[src/sv/cthi_pkg.sv]
`timescale 1ns / 1ps
// ----------------------------------------------------------------------------
// cthi_pkg
// Shared widths, channel numbering, clamp limits and register indexes for the
// two-point calibrated temperature / humidity converter.
// ----------------------------------------------------------------------------
package cthi_pkg;

    // raw converter words and differences of two of them
    localparam int RAW_W      = 16;
    localparam int DIFF_W     = RAW_W + 1;

    // calibration points: temperature in 1/8 degC, humidity in 1/2 percent
    localparam int TEMP_Y_W   = 10;
    localparam int HUM_Y_W    = 8;
    localparam int TEMP_YBITS = 3;
    localparam int HUM_YBITS  = 1;
    localparam int Y_W        = TEMP_Y_W;
    localparam int DY_W       = Y_W + 1;

    // products and the interpolation numerator before scaling
    localparam int PROD_W     = DY_W + DIFF_W;
    localparam int SUM_W      = PROD_W + 1;

    // integer part magnitudes below 2^INT_W are resolved exactly
    localparam int INT_W      = 7;

    localparam int NUM_CH     = 2;
    localparam int CH_TEMP    = 0;
    localparam int CH_HUM     = 1;

    localparam int TEMP_HI    = 120;
    localparam int TEMP_LO    = 40;   // magnitude of the lower limit
    localparam int HUM_HI     = 100;
    localparam int HUM_ALIAS  = 72;   // negative integer part that reads as full scale

    localparam int CFG_IDX_W  = 3;
    localparam int CFG_DATA_W = 16;

    typedef enum logic [CFG_IDX_W-1:0] {
        REG_TEMP_RAW0   = 3'd0,
        REG_TEMP_RAW1   = 3'd1,
        REG_TEMP_EIGHT0 = 3'd2,
        REG_TEMP_EIGHT1 = 3'd3,
        REG_HUM_RAW0    = 3'd4,
        REG_HUM_RAW1    = 3'd5,
        REG_HUM_HALF0   = 3'd6,
        REG_HUM_HALF1   = 3'd7
    } t_cfg_reg;

endpackage

[src/sv/cthi_in_if.sv]
`timescale 1ns / 1ps
// ----------------------------------------------------------------------------
// cthi_in_if
// Sample channel: one raw humidity word and one raw temperature word per beat.
// ----------------------------------------------------------------------------
interface cthi_in_if;
    logic                               valid;
    logic                               ready;
    logic signed [cthi_pkg::RAW_W-1:0]  hum_sample;
    logic signed [cthi_pkg::RAW_W-1:0]  temp_sample;

    modport source (output valid, output hum_sample, output temp_sample, input ready);
    modport sink   (input valid, input hum_sample, input temp_sample, output ready);
endinterface

[src/sv/cthi_out_if.sv]
`timescale 1ns / 1ps
// ----------------------------------------------------------------------------
// cthi_out_if
// Result channel: calibrated temperature, humidity and fault flags per beat.
// ----------------------------------------------------------------------------
interface cthi_out_if #(
    parameter int FRAC_BITS = 6
);
    logic                         valid;
    logic                         ready;
    logic signed [FRAC_BITS+7:0]  temp_value;
    logic        [FRAC_BITS+6:0]  hum_value;
    logic        [1:0]            calib_fault;

    modport source (output valid, output temp_value, output hum_value,
                    output calib_fault, input ready);
    modport sink   (input valid, input temp_value, input hum_value,
                    input calib_fault, output ready);
endinterface

[src/sv/calibrated_temp_humidity_interp_top.sv]
`timescale 1ns / 1ps
// ----------------------------------------------------------------------------
// calibrated_temp_humidity_interp_top
// Two-point linear calibration of a temperature and a humidity sample stream.
// ----------------------------------------------------------------------------
// Takes one sample beat per clock while the result side is not stalled and
// returns one result beat per sample, in order. Most of the pipeline is the
// restoring divider, which resolves one quotient bit per pipeline stage over
// FRAC_BITS + 7 stages; four stages in front form the differences, the two
// products, the scaled numerator and the magnitudes, one more stage splits off
// the upper numerator bits and flags a quotient too wide to keep, and the last
// stage clamps into the output register. Each stage holds its beat only while
// the stage after it is full and stalled, so empty slots fill up while a result
// waits to be taken. Calibration registers are written through the plain write
// port, and the user must do so only while no sample is in flight, which the
// block does not enforce. Equal raw points give a zero result and a fault flag.
// ----------------------------------------------------------------------------
module calibrated_temp_humidity_interp_top #(
    parameter int FRAC_BITS = 6
) (
    input  logic                              i_clk,
    input  logic                              i_rst_n,
    input  logic                              i_cfg_wr_en,
    input  logic [cthi_pkg::CFG_IDX_W-1:0]    i_cfg_addr,
    input  logic [cthi_pkg::CFG_DATA_W-1:0]   i_cfg_wdata,
    cthi_in_if.sink                           i_in,
    cthi_out_if.source                        o_out
);
    import cthi_pkg::*;

    localparam int Q_W        = FRAC_BITS + INT_W;
    localparam int NUM_W      = SUM_W + FRAC_BITS - HUM_YBITS;
    localparam int HI_W       = NUM_W - Q_W;
    localparam int TEMP_W     = FRAC_BITS + 8;
    localparam int HUM_W      = FRAC_BITS + 7;
    localparam int TEMP_SHIFT = FRAC_BITS - TEMP_YBITS;
    localparam int HUM_SHIFT  = FRAC_BITS - HUM_YBITS;
    localparam int DIV_FIRST  = 4;
    localparam int NS         = DIV_FIRST + Q_W + 2;

    localparam logic [TEMP_W-1:0] TEMP_MAX = TEMP_W'(TEMP_HI << FRAC_BITS);
    localparam logic [TEMP_W-1:0] TEMP_MIN = TEMP_W'(-(TEMP_LO << FRAC_BITS));
    localparam logic [HUM_W-1:0]  HUM_MAX  = HUM_W'(HUM_HI << FRAC_BITS);

    typedef struct packed {
        logic [RAW_W-1:0] rem;
        logic [RAW_W-1:0] dmag;
        logic [Q_W-1:0]   nlow;
        logic [Q_W-1:0]   quo;
        logic             neg;
        logic             ovf;
        logic             flt;
    } t_div;

    // one restoring step: bring down the next numerator bit, subtract if it fits
    function automatic t_div f_div_step(input t_div a);
        t_div         r;
        logic [RAW_W:0] part;
        logic [RAW_W:0] diff;
        r    = a;
        part = {a.rem, a.nlow[Q_W-1]};
        diff = part - {1'b0, a.dmag};
        r.nlow = {a.nlow[Q_W-2:0], 1'b0};
        if (part >= {1'b0, a.dmag}) begin
            r.rem = diff[RAW_W-1:0];
            r.quo = {a.quo[Q_W-2:0], 1'b1};
        end else begin
            r.rem = part[RAW_W-1:0];
            r.quo = {a.quo[Q_W-2:0], 1'b0};
        end
        return r;
    endfunction

    // ------------------------------------------------------------------------
    // calibration registers
    // ------------------------------------------------------------------------
    logic signed [RAW_W-1:0]    r_temp_raw0, r_temp_raw1, r_hum_raw0, r_hum_raw1;
    logic        [TEMP_Y_W-1:0] r_temp_eighth0, r_temp_eighth1;
    logic        [HUM_Y_W-1:0]  r_hum_half0, r_hum_half1;

    always_ff @(posedge i_clk) begin
        if (!i_rst_n) begin
            r_temp_raw0    <= '0;
            r_temp_raw1    <= RAW_W'(1);
            r_temp_eighth0 <= '0;
            r_temp_eighth1 <= '0;
            r_hum_raw0     <= '0;
            r_hum_raw1     <= RAW_W'(1);
            r_hum_half0    <= '0;
            r_hum_half1    <= '0;
        end else if (i_cfg_wr_en) begin
            unique case (t_cfg_reg'(i_cfg_addr))
                REG_TEMP_RAW0:   r_temp_raw0    <= i_cfg_wdata[RAW_W-1:0];
                REG_TEMP_RAW1:   r_temp_raw1    <= i_cfg_wdata[RAW_W-1:0];
                REG_TEMP_EIGHT0: r_temp_eighth0 <= i_cfg_wdata[TEMP_Y_W-1:0];
                REG_TEMP_EIGHT1: r_temp_eighth1 <= i_cfg_wdata[TEMP_Y_W-1:0];
                REG_HUM_RAW0:    r_hum_raw0     <= i_cfg_wdata[RAW_W-1:0];
                REG_HUM_RAW1:    r_hum_raw1     <= i_cfg_wdata[RAW_W-1:0];
                REG_HUM_HALF0:   r_hum_half0    <= i_cfg_wdata[HUM_Y_W-1:0];
                REG_HUM_HALF1:   r_hum_half1    <= i_cfg_wdata[HUM_Y_W-1:0];
                default:         r_hum_half1    <= r_hum_half1;
            endcase
        end
    end

    // ------------------------------------------------------------------------
    // stage advance: a stage loads when it is empty or its successor moves
    // ------------------------------------------------------------------------
    logic [NS-1:0] r_vld;
    logic [NS-1:0] en;

    always_comb begin
        en[NS-1] = !r_vld[NS-1] || o_out.ready;
        for (int k = NS - 2; k >= 0; k--) begin
            en[k] = !r_vld[k] || en[k+1];
        end
    end

    always_ff @(posedge i_clk) begin
        if (!i_rst_n) begin
            r_vld <= '0;
        end else begin
            if (en[0]) begin
                r_vld[0] <= i_in.valid;
            end
            for (int k = 1; k < NS; k++) begin
                if (en[k]) begin
                    r_vld[k] <= r_vld[k-1];
                end
            end
        end
    end

    assign i_in.ready  = en[0];
    assign o_out.valid = r_vld[NS-1];

    // ------------------------------------------------------------------------
    // datapath, both channels side by side
    // ------------------------------------------------------------------------
    logic signed [RAW_W-1:0] x  [NUM_CH];
    logic signed [RAW_W-1:0] x0 [NUM_CH];
    logic signed [RAW_W-1:0] x1 [NUM_CH];
    logic        [Y_W-1:0]   y0 [NUM_CH];
    logic        [Y_W-1:0]   y1 [NUM_CH];

    assign x[CH_TEMP]  = i_in.temp_sample;
    assign x[CH_HUM]   = i_in.hum_sample;
    assign x0[CH_TEMP] = r_temp_raw0;
    assign x1[CH_TEMP] = r_temp_raw1;
    assign x0[CH_HUM]  = r_hum_raw0;
    assign x1[CH_HUM]  = r_hum_raw1;
    assign y0[CH_TEMP] = r_temp_eighth0;
    assign y1[CH_TEMP] = r_temp_eighth1;
    assign y0[CH_HUM]  = Y_W'(r_hum_half0);
    assign y1[CH_HUM]  = Y_W'(r_hum_half1);

    logic signed [DIFF_W-1:0] r_s1_dx [NUM_CH], n_s1_dx [NUM_CH];
    logic signed [DIFF_W-1:0] r_s1_d  [NUM_CH], n_s1_d  [NUM_CH];
    logic signed [DY_W-1:0]   r_s1_dy [NUM_CH], n_s1_dy [NUM_CH];
    logic        [Y_W-1:0]    r_s1_y0 [NUM_CH];
    logic                     r_s1_flt[NUM_CH], n_s1_flt[NUM_CH];

    logic signed [PROD_W-1:0] r_s2_p0 [NUM_CH], n_s2_p0 [NUM_CH];
    logic signed [PROD_W-1:0] r_s2_p1 [NUM_CH], n_s2_p1 [NUM_CH];
    logic signed [DIFF_W-1:0] r_s2_d  [NUM_CH];
    logic                     r_s2_flt[NUM_CH];

    logic signed [NUM_W-1:0]  r_s3_n  [NUM_CH], n_s3_n  [NUM_CH];
    logic signed [DIFF_W-1:0] r_s3_d  [NUM_CH];
    logic                     r_s3_flt[NUM_CH];

    logic        [NUM_W-1:0]  r_s4_nmag[NUM_CH], n_s4_nmag[NUM_CH];
    logic        [RAW_W-1:0]  r_s4_dmag[NUM_CH], n_s4_dmag[NUM_CH];
    logic                     r_s4_neg [NUM_CH], n_s4_neg [NUM_CH];
    logic                     r_s4_flt [NUM_CH];

    t_div                     r_div [Q_W+1][NUM_CH];
    t_div                     n_div0[NUM_CH];

    logic [TEMP_W-1:0]        r_temp, n_temp;
    logic [HUM_W-1:0]         r_hum, n_hum;
    logic [1:0]               r_flt, n_flt;

    always_comb begin
        logic signed [SUM_W-1:0]  sum;
        logic        [DIFF_W-1:0] dabs;
        logic        [HI_W-1:0]   hi;
        for (int c = 0; c < NUM_CH; c++) begin
            // differences
            n_s1_dx[c]  = DIFF_W'(x[c]) - DIFF_W'(x0[c]);
            n_s1_d[c]   = DIFF_W'(x1[c]) - DIFF_W'(x0[c]);
            n_s1_dy[c]  = $signed({1'b0, y1[c]}) - $signed({1'b0, y0[c]});
            n_s1_flt[c] = (x0[c] == x1[c]);

            // y0 * d + (y1 - y0) * (x - x0)
            n_s2_p0[c] = PROD_W'($signed({1'b0, r_s1_y0[c]})) * PROD_W'(r_s1_d[c]);
            n_s2_p1[c] = PROD_W'(r_s1_dy[c]) * PROD_W'(r_s1_dx[c]);

            // numerator scaled to the output fraction
            sum = SUM_W'(r_s2_p0[c]) + SUM_W'(r_s2_p1[c]);
            if (c == CH_TEMP) begin
                n_s3_n[c] = NUM_W'(sum) <<< TEMP_SHIFT;
            end else begin
                n_s3_n[c] = NUM_W'(sum) <<< HUM_SHIFT;
            end

            // sign and magnitude, quotient rounds toward zero
            n_s4_nmag[c] = r_s3_n[c][NUM_W-1] ? NUM_W'(NUM_W'(0) - r_s3_n[c])
                                              : NUM_W'(r_s3_n[c]);
            dabs         = r_s3_d[c][DIFF_W-1] ? DIFF_W'(DIFF_W'(0) - r_s3_d[c])
                                               : DIFF_W'(r_s3_d[c]);
            n_s4_dmag[c] = dabs[RAW_W-1:0];
            n_s4_neg[c]  = r_s3_n[c][NUM_W-1] ^ r_s3_d[c][DIFF_W-1];

            // quotient too wide for the kept bits means the clamp decides
            hi               = r_s4_nmag[c][NUM_W-1:Q_W];
            n_div0[c].rem    = hi[RAW_W-1:0];
            n_div0[c].dmag   = r_s4_dmag[c];
            n_div0[c].nlow   = r_s4_nmag[c][Q_W-1:0];
            n_div0[c].quo    = '0;
            n_div0[c].neg    = r_s4_neg[c];
            n_div0[c].ovf    = (hi >= HI_W'(r_s4_dmag[c]));
            n_div0[c].flt    = r_s4_flt[c];
        end
    end

    // clamp on the integer part of the quotient
    always_comb begin
        t_div             tq;
        t_div             hq;
        logic [INT_W-1:0] tip;
        logic [INT_W-1:0] hip;
        tq  = r_div[Q_W][CH_TEMP];
        hq  = r_div[Q_W][CH_HUM];
        tip = tq.quo[Q_W-1:FRAC_BITS];
        hip = hq.quo[Q_W-1:FRAC_BITS];

        if (tq.flt) begin
            n_temp = '0;
        end else if (!tq.neg) begin
            n_temp = (tq.ovf || tip >= INT_W'(TEMP_HI)) ? TEMP_MAX : TEMP_W'(tq.quo);
        end else begin
            n_temp = (tq.ovf || tip > INT_W'(TEMP_LO)) ? TEMP_MIN
                                                       : TEMP_W'(TEMP_W'(0) - TEMP_W'(tq.quo));
        end

        priority if (hq.flt) begin
            n_hum = '0;
        end else if (!hq.neg) begin
            n_hum = (hq.ovf || hip >= INT_W'(HUM_HI)) ? HUM_MAX : HUM_W'(hq.quo);
        end else if (!hq.ovf && hip == INT_W'(HUM_ALIAS)) begin
            n_hum = HUM_MAX;
        end else if (hq.ovf || hip != '0) begin
            n_hum = '0;
        end else begin
            // just below zero passes as its two's complement pattern
            n_hum = HUM_W'(HUM_W'(0) - HUM_W'(hq.quo));
        end

        n_flt = {hq.flt, tq.flt};
    end

    always_ff @(posedge i_clk) begin
        for (int c = 0; c < NUM_CH; c++) begin
            if (en[0]) begin
                r_s1_dx[c]  <= n_s1_dx[c];
                r_s1_d[c]   <= n_s1_d[c];
                r_s1_dy[c]  <= n_s1_dy[c];
                r_s1_y0[c]  <= y0[c];
                r_s1_flt[c] <= n_s1_flt[c];
            end
            if (en[1]) begin
                r_s2_p0[c]  <= n_s2_p0[c];
                r_s2_p1[c]  <= n_s2_p1[c];
                r_s2_d[c]   <= r_s1_d[c];
                r_s2_flt[c] <= r_s1_flt[c];
            end
            if (en[2]) begin
                r_s3_n[c]   <= n_s3_n[c];
                r_s3_d[c]   <= r_s2_d[c];
                r_s3_flt[c] <= r_s2_flt[c];
            end
            if (en[3]) begin
                r_s4_nmag[c] <= n_s4_nmag[c];
                r_s4_dmag[c] <= n_s4_dmag[c];
                r_s4_neg[c]  <= n_s4_neg[c];
                r_s4_flt[c]  <= r_s3_flt[c];
            end
            if (en[DIV_FIRST]) begin
                r_div[0][c] <= n_div0[c];
            end
            for (int j = 0; j < Q_W; j++) begin
                if (en[DIV_FIRST+1+j]) begin
                    r_div[j+1][c] <= f_div_step(r_div[j][c]);
                end
            end
        end
        if (en[NS-1]) begin
            r_temp <= n_temp;
            r_hum  <= n_hum;
            r_flt  <= n_flt;
        end
    end

    assign o_out.temp_value  = r_temp;
    assign o_out.hum_value   = r_hum;
    assign o_out.calib_fault = r_flt;

endmodule
[src/flat_wrapper.sv]
// flat-port wrapper written by rule: the top's interface ports become plain ports
module calibrated_temp_humidity_interp_top_flat import cthi_pkg::*;
#(
    parameter int FRAC_BITS = 6
)
  (i_clk, i_rst_n, i_cfg_wr_en, i_cfg_addr, i_cfg_wdata, i_in_valid, i_in_hum_sample, i_in_temp_sample, i_in_ready, o_out_valid, o_out_temp_value, o_out_hum_value, o_out_calib_fault, o_out_ready);
  cthi_in_if i_in_i ();
  cthi_out_if #(.FRAC_BITS(FRAC_BITS)) o_out_i ();
  input  logic i_clk;
  input  logic i_rst_n;
  input  logic i_cfg_wr_en;
  input  logic [cthi_pkg::CFG_IDX_W-1:0] i_cfg_addr;
  input  logic [cthi_pkg::CFG_DATA_W-1:0] i_cfg_wdata;
  input wire logic [$bits(i_in_i.valid)-1:0] i_in_valid;
  input wire logic [$bits(i_in_i.hum_sample)-1:0] i_in_hum_sample;
  input wire logic [$bits(i_in_i.temp_sample)-1:0] i_in_temp_sample;
  output wire logic [$bits(i_in_i.ready)-1:0] i_in_ready;
  output wire logic [$bits(o_out_i.valid)-1:0] o_out_valid;
  output wire logic [$bits(o_out_i.temp_value)-1:0] o_out_temp_value;
  output wire logic [$bits(o_out_i.hum_value)-1:0] o_out_hum_value;
  output wire logic [$bits(o_out_i.calib_fault)-1:0] o_out_calib_fault;
  input wire logic [$bits(o_out_i.ready)-1:0] o_out_ready;
  assign i_in_i.valid = i_in_valid;
  assign i_in_i.hum_sample = i_in_hum_sample;
  assign i_in_i.temp_sample = i_in_temp_sample;
  assign i_in_ready = i_in_i.ready;
  assign o_out_valid = o_out_i.valid;
  assign o_out_temp_value = o_out_i.temp_value;
  assign o_out_hum_value = o_out_i.hum_value;
  assign o_out_calib_fault = o_out_i.calib_fault;
  assign o_out_i.ready = o_out_ready;
  calibrated_temp_humidity_interp_top #(.FRAC_BITS(FRAC_BITS)) u_core (.i_clk(i_clk), .i_rst_n(i_rst_n), .i_cfg_wr_en(i_cfg_wr_en), .i_cfg_addr(i_cfg_addr), .i_cfg_wdata(i_cfg_wdata), .i_in(i_in_i), .o_out(o_out_i));
endmodule
[config.mk]
export PLATFORM = sky130hd
export DESIGN_NAME = calibrated_temp_humidity_interp_top_flat
export DESIGN_NICKNAME = d
export VERILOG_FILES = /design/src/sv/cthi_pkg.sv /design/src/sv/cthi_in_if.sv /design/src/sv/cthi_out_if.sv /design/src/sv/calibrated_temp_humidity_interp_top.sv /design/src/flat_wrapper.sv
export SDC_FILE = /design/constraint.sdc
export NUM_CORES = 2
export LEC_CHECK = 0
export ABC_AREA = 0
export BUFFER_PORTS_ARGS = -buffer_cell sky130_fd_sc_hd__clkbuf_2
export CORE_MARGIN = 4
export CORE_UTILIZATION = 36
export CTS_BUF_LIST = sky130_fd_sc_hd__clkbuf_16
export CTS_CLUSTER_DIAMETER = 80
export DETAILED_ROUTE_END_ITERATION = 10
export SKIP_LAST_GASP = 1
export SLEW_MARGIN = 20
export SYNTH_ARGS = -nofsm -noshare
export SYNTH_HDL_FRONTEND = slang
export SYNTH_SLANG_ARGS = --single-unit
[constraint.sdc]
create_clock -name i_clk -period 6.4 [get_ports i_clk]
set_input_delay 0.64 -clock i_clk [delete_from_list [all_inputs] [get_ports i_clk]]
set_output_delay 0.64 -clock i_clk [all_outputs]
set_load 0.03 [all_outputs]
=== Word-level counts from Yosys, hierarchy flattened ===
Memory sizes are Yosys's and may differ from the RTL's.
Cells that the tools add are included.

* Word-level logic and storage cells: 339
* RAM bits: 2170
* Output and inout port bits: 31
* Memories: 17
* Bits in registers: 148
* Input port bits: 56

{| class="wikitable"
|+ Memories
! memory !! depth !! bits a word !! read ports !! clocked after memory_dff !! wr ports !! RTL line !! RTL
|-
| u_core.r_div || 14 || 122 || 14 || 0 || 14 || calibrated_temp_humidity_interp_top.sv:177 || <nowiki>t_div r_div [Q_W+1][NUM_CH];</nowiki>
|-
| u_core.r_s4_nmag || 2 || 34 || 2 || 0 || 2 || calibrated_temp_humidity_interp_top.sv:172 || <nowiki>logic [NUM_W-1:0] r_s4_nmag[NUM_CH], n_s4_nmag[NUM_CH];</nowiki>
|-
| u_core.r_s3_n || 2 || 31 || 2 || 0 || 2 || calibrated_temp_humidity_interp_top.sv:168 || <nowiki>logic signed [NUM_W-1:0] r_s3_n [NUM_CH], n_s3_n [NUM_CH];</nowiki>
|-
| u_core.r_s2_p0 || 2 || 28 || 2 || 0 || 2 || calibrated_temp_humidity_interp_top.sv:163 || <nowiki>logic signed [PROD_W-1:0] r_s2_p0 [NUM_CH], n_s2_p0 [NUM_CH];</nowiki>
|-
| u_core.r_s2_p1 || 2 || 28 || 2 || 0 || 2 || calibrated_temp_humidity_interp_top.sv:164 || <nowiki>logic signed [PROD_W-1:0] r_s2_p1 [NUM_CH], n_s2_p1 [NUM_CH];</nowiki>
|-
| u_core.r_s1_d || 2 || 17 || 2 || 0 || 2 || calibrated_temp_humidity_interp_top.sv:158 || <nowiki>logic signed [DIFF_W-1:0] r_s1_d [NUM_CH], n_s1_d [NUM_CH];</nowiki>
|-
| +11 memories || n/a || n/a || n/a || n/a || n/a || n/a ||
|}

* Eq/ne operators: 10
* Bitwise operators: 2
* $add $sub $neg: 40
* Multiplexer cells: 151
* Reductions and logical operators: 54
* Multiply operators: 4
* Magnitude comparators: 31

{| class="wikitable"
|+ Operators with widths
! operator !! count
|-
| $mux 16 || 54
|-
| $ge 17x16->1 || 26
|-
| $sub 16x16->16 || 26
|-
| $mux 13 || 31
|-
| $mul 11x17->28 || 4
|-
| $mux 34 || 2
|-
| $sub 1x34->34 const A || 2
|-
| $sub 16x16->17 || 4
|-
| $mux 1 || 62
|-
| $add 28x28->29 || 2
|-
| $ge 21x16->1 || 2
|-
| $eq 16x16->1 || 2
|-
| $sub 1x16->16 const A || 2
|-
| $mux 14 || 2
|-
| $logic_or 1x1->1 || 23
|-
| $logic_not 1->1 || 20
|-
| $reduce_and 2->1 || 8
|-
| $ge 7x7->1 const B || 2
|-
| $sub 1x13->14 const A || 1
|-
| $sub 1x13->13 const A || 1
|-
| $eq 3x3->1 const B || 4
|-
| $sub 10x10->11 || 1
|-
| $sub 8x8->9 || 1
|-
| $eq 7x7->1 const B || 1
|-
| other kinds (7) || 9
|}

=== Depth between registers and ports, before layout ===
* Word-level depth: 22
* Gate-level depth with buffers: 24
* Mapped depth without buffers: 21

=== Worst setup path before layout ===
No wires, ideal clock.

* Path type: input-to-reg
* Start point: in o_out_ready
* End point: mem u_core.r_s1_d[0][0] in the netlist's numbering, enable pin
* Arrival: 5.644 ns
* Slack: -0.590 ns
* Setup time: 1.346 ns
* Stages: 9
* Required time: 5.054 ns
* Path buffers: 0
* Cell sequence: nor2b_1 -> inv_2 -> nor2_1 -> and2_1 -> inv_2 -> nor3_1 -> and3_1 -> and2_1 -> nand3_1

{| class="wikitable"
|+ RTL lines
! item !! RTL line !! RTL
|-
| from (decl) || flat_wrapper.sv:22 || <nowiki>input wire logic [$bits(o_out_i.ready)-1:0] o_out_ready;</nowiki>
|-
| to (decl) || calibrated_temp_humidity_interp_top.sv:158 ||
|}

==> impl_metrics.py <==
metrics = {
    "worst_hold_path": {
        "hold_class": "in -> reg",
        "whs_path_depth": 3,
    },
    "place": {
        "place_congestion": 0.8896,
        "pre_cts_ws_ns": 0.2233,
        "dp_hpwl_mm": 174.0,
        "port_buffers": 86,
    },
    "power_and_ir_drop": {
        "power_leakage_nw": 52.44,
        "p_per_area_mw_per_mm2": 539.1,
        "ir_drop_mv": 0.2831,
    },
    "synth": {
        "synth_edf_count": 1664,
        "ys.flop_type": "edfxtp_1",
        "seq_area_frac_synth_pct": 46.94,
        "ys_async_sr_fraction_pct": 0,
        "ys_ff_latch": 1783,
        "yosysWarnings": 0,
        "synthDistinctLibCells": 83,
        "synth_cells": 9769,
        "syn_avg_cell_area_um2": 11.42,
        "netlist_area_mm2": 0.1115,
    },
    "timing": {
        "timing.fmax_mhz": 163.7,
        "worst_pin_slew_ns": 1.069,
        "period_needed_ns": 6.108,
        "finalHoldViolCount": 0,
        "setup_slack_ns": 0.2920,
        "drv_slew": 0,
        "fin_setup_tns_ns": 0,
        "rsz0062_at_grt": "false",
        "min_period_over_period_pct": 95.44,
        "setup_viol": 0,
        "holdWs_ns": 0.1609,
        "maxSlewHeadroom_pct": 28.49,
        "skew_ns": 0.08868,
    },
    "drt": {
        "drcViolationCount": 0,
        "vias": 69252,
        "vias_per_cell": 4.881,
        "drt_iter0_drc": 3412,
        "drtAntennaViolNets": 0,
        "wl_per_cell_um": 15.69,
        "first_pass_iters": 6,
        "detail_route.wirelength_mm": 222.6,
    },
    "floorplan": {
        "ios": 87,
        "dieArea_mm2": 0.3188,
        "initial_core_util_pct": 36.14,
        "row_count": 204,
        "chipWidth_um": 564.6,
        "die_y_um": 564.6,
        "coreArea_mm2": 0.3086,
    },
    "grt": {
        "gr-total-overflow": 0,
        "grt.total_usage_pct": 13.94,
        "grt_pass1_vias": 72669,
        "grt_max_degree": 134,
        "antenna_found_initial": 3,
        "grt_pass1_wl_mm": 368.8,
    },
    "critical_path": {
        "end_kind": "flip-flop",
        "reg2reg_depth": 18,
        "critPathArrivalTime_ns": 6.61,
        "start_kind": "flip-flop",
        "worstPathMaxFanout": 17,
        "crit_required_ns": 6.90,
        "reg2reg_slack_ns": 0.29,
        "crit_type": "reg -> reg",
    },
    "clock_tree": {
        "path_clk_slew_ns": 0.06,
        "cts.sinks": 1783,
        "ctsResizeCount": 0,
        "insertion_delay_ns": 0.84,
        "htreeDepth": 4,
        "cts_inserted_buffers": 195,
        "postCtsHoldBufs": 0,
        "tritoncts": "yes",
        "cts_buffer_depth": 4,
        "cts_root_buffer": "clkbuf_16",
    },
    "layout": {
        "final_nets": 11437,
        "drive_above_1_share_pct": 6.030,
        "syn2layout_area_growth_pct": 10.56,
        "fillers": 29020,
    },
    "flow_run": {
        "drv_cap": 0,
    },
    "outcome": {
        "outcome": "finished, final reports clean",
    },
}
worst max-delay path, stage by stage (launching register included):
cell,delay (ns)
edfxtp_1,0.65
and2_1,0.30
fa_1,0.55
fa_1,0.43
fa_1,0.47
fa_1,0.58
inv_1,0.07
fa_1,0.54
inv_1,0.05
ha_1,0.21
a21o_1,0.19
a21oi_1,0.23
a221o_1,0.21
o22ai_1,0.11
o211a_1,0.26
o21a_1,0.19
o21a_1,0.21
o41ai_1,0.43
xnor2_1,0.13
where the power goes:
part | switching [W] | internal (W) | total [W] | leakage [nW]
clock | 0.00457 | 0.00638 | 0.0110 | 3.21
sequential | 0.00266 | 0.0199 | 0.0226 | 18.7
combinational | 0.0182 | 0.0148 | 0.0329 | 30.5
total | 0.0254 | 0.0411 | 0.0665 | 52.4
final timing paths:
path,startpoint,end
setup / recovery,u_core.r_s1_dy[0][8],u_core.r_s2_p1[0][27]
hold / removal,i_cfg_wdata[10],u_core.r_temp_raw1[10]
setup reg to reg,u_core.r_s1_dy[0][8],u_core.r_s2_p1[0][27]
hold reg to reg,u_core.r_div[0][86],u_core.r_div[0][209]
cell usage after synthesis (75+ instances only):
master / instances / area share [%]
nor3_1: 125 / 0.56
and2_1: 289 / 1.6
clkbuf_1: 204 / 0.69
a21oi_1: 482 / 2.2
inv_1: 1479 / 5.0
ha_1: 833 / 9.3
mux2_2: 75 / 0.76
nand3_1: 124 / 0.56
nand4_1: 87 / 0.49
xnor2_1: 397 / 3.1
o21a_1: 107 / 0.72
nand2b_1: 118 / 0.66
o21ai_1: 102 / 0.46
o21ai_0: 198 / 0.89
nor2_1: 422 / 1.4
fa_1: 636 / 11
dfxtp_1: 119 / 2.1
a21o_1: 164 / 1.1
nor2b_1: 111 / 0.62
a21boi_0: 107 / 0.72
xor2_1: 173 / 1.4
edfxtp_1: 1664 / 45
mux2_1: 114 / 1.2
nand2_1: 875 / 2.9
layer usage:
metal  track usage, %  vias to the layer above  wire (µm)
met1            17.46                    33655      97670
li1                 -                    33989          -
met2            24.98                     1166     110800
met4            4.422                        2       7003
met5                0                        -         13
met3            1.718                      440       7085
what timing repair did:
| item | 4_1_cts | 5_1_grt |
|---|---|---|
| setup buffers | 0 | 23 |
| hold endpoints to repair | 0 | 0 |
| endpoints found under the setup margin | 0 | 5 |
cells by family after synthesis:
| group | after synthesis | share of synthesized area (%) |
|---|---|---|
| xor gates and xnor gates | 570 | 4.476 |
| adders and majority gates | 1469 | 20.76 |
| and+or+nand+nor | 2374 | 10.23 |
| DFF | 1783 | 46.94 |
| buffers and inverters | 1704 | 5.754 |
| other | 1 | 0.003362 |
| AOI/OAI and AO/OA | 1638 | 9.539 |
| muxes | 230 | 2.303 |
layout make-up:
type / count / area (µm²) / share of cell area (%)
antenna: 2 / 5.005 / 0.004059
sequential: 1783 / 52350 / 42.45
multi-input combinational: 6283 / 52910 / 42.91
inverter: 1484 / 5585 / 4.529
clock buffer: 199 / 4980 / 4.038
timing repair buffer: 165 / 1051 / 0.8523
tap: 4120 / 5155 / 4.180
clock inverter: 152 / 1275 / 1.034
through the flow:
step | std cells | utilization, % | area, µm² | total power [W]
final | 14188 | 39.96 | 123300 | 0.06648
after global routing | 14187 | 39.96 | 123300 | 0.07234
after CTS | 14163 | 39.88 | 123100 | 0.06695
after detailed placement | 13812 | 37.85 | 116800 | 0.05554
after global placement | 13812 | 37.85 | 116800 | 0.05441
after floorplan | 9770 | - | 111500 | 0.04763
state kept, by name, indices dropped and copies added (netlist names), 18 cells and up:
signal / cells
u_core.r_vld: 19
u_core.r_s3_d: 34
u_core.r_s4_dmag: 32
u_core.r_s1_dy: 20
u_core.r_s2_p1: 56
u_core.r_s1_y0: 18
u_core.r_s3_n: 58
u_core.r_div: 1189
u_core.r_s4_nmag: 60
u_core.r_s1_dx: 34
u_core.r_s2_p0: 56
u_core.r_s2_d: 34
u_core.r_s1_d: 34
placed cells by master (no fill, tap or decap), types with 164 or more instances in the layout:
cell,count
ha_1,833
a21o_1,164
xor2_1,173
edfxtp_1,1664
nand2_1,869
a21oi_1,482
inv_1,1506
and2_1,289
clkbuf_16,199
o21ai_0,198
nor2_1,421
fa_1,636
xnor2_1,397
No activity file was read; power rests on OpenSTA's default activity.
